File: src/atf_pkg.sv
// ----------------------------------------------------------------------------
// atf_pkg
// Shared types, constants and ring arithmetic for the array tour flip engine.
// ----------------------------------------------------------------------------
package atf_pkg;

   localparam int MAX_VERTICES = 1024;
   localparam int VTX_W        = 10;
   localparam int SIZE_W       = 11;
   localparam int KIND_W       = 3;
   localparam int STEP_W       = $clog2(VTX_W);

   localparam logic [KIND_W-1:0] KIND_LOAD    = 3'd0;
   localparam logic [KIND_W-1:0] KIND_SUCC    = 3'd1;
   localparam logic [KIND_W-1:0] KIND_PRED    = 3'd2;
   localparam logic [KIND_W-1:0] KIND_BETWEEN = 3'd3;
   localparam logic [KIND_W-1:0] KIND_FLIP    = 3'd4;

   localparam logic [SIZE_W-1:0] RING_MIN = SIZE_W'(3);
   localparam logic [SIZE_W-1:0] RING_MAX = SIZE_W'(MAX_VERTICES);

   typedef logic [VTX_W-1:0] vtx_type;

   typedef struct packed {
      logic    ord_we;
      vtx_type ord_waddr;
      vtx_type ord_wdata;
      vtx_type ord_raddr0;
      vtx_type ord_raddr1;
      logic    plc_we;
      vtx_type plc_waddr;
      vtx_type plc_wdata;
      vtx_type plc_raddr0;
      vtx_type plc_raddr1;
   } store_cmd_type;

   function automatic logic [SIZE_W-1:0] sat_size(input logic [SIZE_W-1:0] v);
      logic [SIZE_W-1:0] r;
      r = v;
      if (v < RING_MIN) r = RING_MIN;
      if (v > RING_MAX) r = RING_MAX;
      return r;
   endfunction

   function automatic vtx_type inc_wrap(input vtx_type p, input logic [SIZE_W-1:0] n);
      logic [SIZE_W-1:0] s;
      s = {1'b0, p} + SIZE_W'(1);
      if (s >= n) s = s - n;
      return s[VTX_W-1:0];
   endfunction

   function automatic vtx_type dec_wrap(input vtx_type p, input logic [SIZE_W-1:0] n);
      logic [SIZE_W-1:0] s;
      s = (p == '0) ? (n - SIZE_W'(1)) : ({1'b0, p} - SIZE_W'(1));
      return s[VTX_W-1:0];
   endfunction

   // forward steps from position pu to position pw
   function automatic vtx_type ring_gap(input vtx_type pu, input vtx_type pw,
                                        input logic [SIZE_W-1:0] n);
      logic [SIZE_W-1:0] g;
      g = {1'b0, pw} + n - {1'b0, pu};
      if (g >= n) g = g - n;
      return g[VTX_W-1:0];
   endfunction

endpackage

File: src/atf_rem_unit.sv
// ----------------------------------------------------------------------------
// atf_rem_unit
// Restoring remainder unit: one dividend bit per cycle, reduces a stored
// position modulo the ring length.
// ----------------------------------------------------------------------------
module atf_rem_unit import atf_pkg::*; (
   input  logic              clock,
   input  logic              reset,
   input  logic              start,
   input  vtx_type           dividend,
   input  logic [SIZE_W-1:0] divisor,
   output logic              done,
   output vtx_type           remainder
);

   logic              busy_ff;
   logic              done_ff;
   logic [STEP_W-1:0] cnt_ff;
   vtx_type           rem_ff;
   vtx_type           dvd_ff;
   logic [SIZE_W-1:0] dsr_ff;
   logic [SIZE_W-1:0] trial;
   vtx_type           rem_in;

   always_comb begin
      trial  = {rem_ff, dvd_ff[VTX_W-1]};
      rem_in = (trial >= dsr_ff) ? VTX_W'(trial - dsr_ff) : trial[VTX_W-1:0];
   end

   always_ff @(posedge clock) begin
      if (reset) begin
         busy_ff <= 1'b0;
         done_ff <= 1'b0;
      end else begin
         done_ff <= 1'b0;
         if (start) begin
            busy_ff <= 1'b1;
         end else if (busy_ff && cnt_ff == '0) begin
            busy_ff <= 1'b0;
            done_ff <= 1'b1;
         end
      end
   end

   always_ff @(posedge clock) begin
      if (start) begin
         cnt_ff <= STEP_W'(VTX_W - 1);
         rem_ff <= '0;
         dvd_ff <= dividend;
         dsr_ff <= divisor;
      end else if (busy_ff) begin
         cnt_ff <= cnt_ff - STEP_W'(1);
         rem_ff <= rem_in;
         dvd_ff <= {dvd_ff[VTX_W-2:0], 1'b0};
      end
   end

   assign done      = done_ff;
   assign remainder = rem_ff;

endmodule

File: config.mk
export PLATFORM = sky130hd
export DESIGN_NAME = atf_rem_unit
export DESIGN_NICKNAME = d
export VERILOG_FILES = /design/src/atf_pkg.sv /design/src/atf_rem_unit.sv
export SDC_FILE = /design/constraint.sdc
export NUM_CORES = 1
export LEC_CHECK = 0
export BUFFER_PORTS_ARGS = -buffer_cell sky130_fd_sc_hd__buf_4
export CORE_AREA = 2 2 58 71
export CTS_BUF_LIST = sky130_fd_sc_hd__clkbuf_16
export DETAILED_ROUTE_END_ITERATION = 8
export DIE_AREA = 0 0 60 73
export GPL_ROUTABILITY_DRIVEN = 0
export GPL_TIMING_DRIVEN = 1
export MAX_ROUTING_LAYER = met4
export PLACE_DENSITY_LB_ADDON = 0.12
export SYNTH_ARGS = -nofsm -noshare
export SYNTH_HDL_FRONTEND = slang
export SYNTH_SLANG_ARGS = --single-unit
File: constraint.sdc
create_clock -name clock -period 2.6 [get_ports clock]
set_input_delay 0.13 -clock clock [delete_from_list [all_inputs] [get_ports clock]]
set_output_delay 0.13 -clock clock [all_outputs]
set_load 0.03 [all_outputs]
## Word-level counts from Yosys, hierarchy flattened

Cells that the tools add are included.

- Bits in registers: 37
- Logic and storage cells: 20
- Input port bits: 24
- Output and inout port bits: 11

- Multiplexer cells: 6
- Add/sub/neg operators: 2
- Order comparisons: 1
- Reduce and logical (&&, ||, !) cells: 5

Operators with widths:

| kind | count |
|---|---|
| $mux W10 | 3 |
| $ge A11 B11 Y1 | 1 |
| $sub A10 B10 Y10 | 1 |
| $logic_not A4 Y1 | 1 |
| $reduce_bool A2 Y1 | 2 |
| $sub A4 B1 Y4 const B | 1 |
| $mux W1 | 3 |
| $reduce_or A2 Y1 | 1 |
| $logic_and A1 B1 Y1 | 1 |

## Logic depth before layout (Yosys ltp)

- Depth in word-level cells: 4
- Mapped depth: 10
- Gate-level depth less buffers: 10

## Least setup slack after synthesis

No wires, ideal clock.

- Path type: reg2reg
- From: register rem_ff[7] (netlist: remainder[7])
- To: register rem_ff[0] (netlist: remainder[0])
- Data required time: 2.521 ns
- Slack: 0.533 ns
- Setup time: 0.079 ns
- Period minus slack after synthesis: 2.067 ns
- Arrival: 1.988 ns
- Path buffers: 0
- Cell stages (with the launch flop): 8
- Path through: dfxtp_1 > ha_1 > a21oi_2 > o21ai_1 > nor2_2 > o21ai_4 > mux2_4 > a211oi_2

- Longest elaborated chain between the ends: 2

Ends and longest elaborated chain:

| what | line | text |
|---|---|---|
| start, declared | atf_rem_unit.sv:19 | `vtx_type rem_ff;` |
| start signal, assigned | atf_rem_unit.sv:53 | `rem_ff <= rem_in;` |
| $ge A11 B11 Y1 | atf_rem_unit.sv:27 | `rem_in = (trial >= dsr_ff) ? VTX_W'(trial - dsr_ff) : trial[VTX_W-1:0];` |
| $mux W10 | atf_rem_unit.sv:27 |  |

No other way between the ends.
A chain may end at the register's enable or synchronous reset.

## Final worst setup path

- From: register dvd_ff[9]
- To: register rem_ff[8] (netlist: remainder[8])

- Longest elaborated chain between the ends: 2
- Elaborated cells on any way between the ends: 3
- Those cells by class: add/sub (1); order compare (1); mux (1)

Ends and longest elaborated chain:

| what | line | text |
|---|---|---|
| start, declared | atf_rem_unit.sv:20 | `vtx_type dvd_ff;` |
| start signal, assigned | atf_rem_unit.sv:49 | `dvd_ff <= dividend;` |
| start signal, assigned | atf_rem_unit.sv:54 | `dvd_ff <= {dvd_ff[VTX_W-2:0], 1'b0};` |
| $sub A10 B10 Y10 / $ge A11 B11 Y1 (equally long branches) | atf_rem_unit.sv:27 |  |
| $mux W10 * | atf_rem_unit.sv:27 |  |

Mark *: on every way between the ends. The rest lies on a longest branch, timed or not.

==> qor.txt <==
routed vias - 1389
CTS Root Cell - clkbuf_16
Layout Nets - 252
Starting Density - 51.3%
design area - 2400 um^2
Top Ports - 35
Net Count, Synth - 213
register area share after synthesis - 48.9%
CP peak stage delay - 430 ps
maximum vdd drop - 0.509 mV
Slew headroom - 66.7%
worst path bufs/invs - 2
die area - 4380 um^2
Max Fclk - 438 MHz
CTS tree - built
worst-margin pin slew - 498 ps
ys flop type - edfxtp_1
H-tree level count - 2
critical path launch point type - flip-flop
synth top area cells - edfxtp_1 (32%), dfxtp_1 (16%), ha_1 (8.4%)
Post-synth EDFFs - 21
CTS resizes - 0
cell area power density - 646 nW/um^2
FP Rows - 25
Synth top area share - 32.5%
drc violations - 0
post-layout min period - 2280 ps
ys async rst share - 0%
status - completed
Worst path slowest cell - fa_1
clock insertion delay at the later pin of the skew report - 280 ps
Critical Path AT - 2430 ps
mean area per synthesized cell - 11.1 um^2
All-Layer GR Usage - 20.4%
final setup fails - 0
DR WL met3 - 167 um
post-CTS setup buffers - 0
crit end category - flip-flop
Setup CP Type - flip-flop to flip-flop
Synth Cell Area - 1940 um^2
DRT Wirelength - 3840 um
area of the multi-input gates - 910 um^2
Final Skew - 4.21 ps
TritonCTS Buffers - 5
max cap viols - 0
CTS Sinks - 37
Initial DRT Pass Iterations - 4
largest net degree at the start of global routing - 34
layout cells sized above 1 - 29.3%
dominant cell type by area after synthesis - edfxtp_1
placed inst area - 2270 um^2
Hold Path Class - input pin to flip-flop
# fillers - 314
Die X - 60 um
post-synthesis sequential element count - 37
Routed WL per cell - 14.3 um
Pwr Total - 0.00155 W
static leakage - 0.994 nW
Max Transition Viols Final - 0
Ys Warns - 0
FF/Latch Area - 951 um^2
RSZ-0062 raised after global routing - false
placed wire-length estimate - 2840 um
initial antenna violation count - 0
cts hold-fix bufs - 0
vias in the first global route - 1427
Antenna Violating Nets Remaining - 0
family with the most delay on the worst path - compound AO/OA/AOI/OAI gates
period utilization - 87.8%
first-pass GRT wire length - 6400 um
DR top layer - met4
port bufs - 34
largest fanout on the critical path - 3
most frequent cells in the layout - buf_4 (36), edfxtp_1 (21), inv_1 (19), dfxtp_1 (16), ha_1 (13)
vias per cell - 5.16
synth unique cells - 41
worst-path cell chain - inv_1 -> ha_1 -> inv_1 -> fa_1 -> a21o_1 -> a21oi_1 -> o211ai_1 -> xor2_1 -> mux2i_1 -> o22ai_1
endpoints failing hold - 0
number of diodes - 0
Mapped Cells - 175
total grt overflow - 0
commonest non-fill, non-tap cell in the layout - buf_4
DRT iter0 DRCs - 60
M1 WL - 1620 um
Core Footprint - 3780 um^2
DIE HEIGHT - 73 um
Clock Path Buffers - 2
clk slew on worst S/H paths - 60 ps
Syn-to-layout area delta - 23.8%
met2 WL - 2000 um
required time of the critical path - 2750 ps
Final TNS setup - 0 ps
Critical Path Most Common Cell - inv_1
-- final timing paths --
kind                                   start  slack, ps  cells after the start           end
worst max-delay path               dvd_ff[9]        320                     10  remainder[8]
worst max register to register     dvd_ff[9]        320                     10  remainder[8]
worst min register to register  remainder[2]        500                      2  remainder[2]
worst min-delay path                   reset         20                      2       busy_ff
-- registers in the layout, summed over array words and instances (netlist names) --
name       flops
done           1
dsr_ff        11
dvd_ff        10
remainder     10
busy_ff        1
cnt_ff         4
-- logic make-up (layout without fill, tap and decap cells) --
kind of cell             count (synthesis)  count (layout)  share of synthesized area (%)
AND/OR/NAND/NOR                         39              39                           10.2
flip-flops                              37              37                           48.9
AO/OA/AOI/OAI                           36              36                           13.1
buffers and inverters                   22              62                           4.25
multiplexers                            17              17                           9.59
adder cells (fa/ha/maj)                 14              14                           9.40
XOR/XNOR                                10              10                           4.51
-- metrics by stage --
| stage | utilization (%) | hold slack, ps | cells | worst slack, ps |
|---|---|---|---|---|
| floorplan | - | 202 | 175 | 533 |
| global route | 63.5 | 11.8 | 269 | 204 |
| detailed placement | 59.9 | 302 | 261 | 371 |
| global placement | 59.9 | 298 | 261 | 422 |
| CTS | 63.5 | 15.0 | 269 | 345 |
| finish | 63.5 | 15.3 | 269 | 317 |
-- power by group --
part	switching, W	internal [W]
combinational	0.000154	0.000134
sequential	0.0000255	0.000670
clock	0.000223	0.000348
total	0.000402	0.00115
-- final cells by class --
cell class                      instances  share of cell area (%)
Sequential cell                        37                    39.5
Multi-Input combinational cell        116                    37.8
Timing Repair Buffer                   36                    11.2
Clock buffer                            5                    5.20
Inverter                               18                    2.81
Tap cell                               54                    2.81
Clock inverter                          3                   0.572
-- per-layer routing --
| metal | vias up | track usage, % |
|---|---|---|
| li1 | 698 | - |
| met3 | 7 | 4.79 |
| met2 | 33 | 34.1 |
| met1 | 651 | 23.7 |
| met5 | - | - |
| met4 | 0 | 7.16 |
-- Yosys cell counts (all sizes together), types with 2 or more instances --
cell type and number:
xnor2 7, xor2 3, nor2 13, a21o 2, o211ai 2, a211oi 7
clkbuf 2, dfxtp 16, nand3 2, inv 18, o22ai 2, nand2 11
mux2i 7, mux2 10, o21ai 8, ha 13, nand2b 5, edfxtp 21
a21oi 12, buf 2
-- worst reg2reg max path: stages, from the launching register on --
cell and delay (ps):
edfxtp_1 350, inv_1 90, ha_1 180, inv_1 60, fa_1 430, a21o_1 190
a21oi_1 270, o211ai_1 160, xor2_1 160, mux2i_1 180, o22ai_1 90
(Power assumes the default switching activity.)
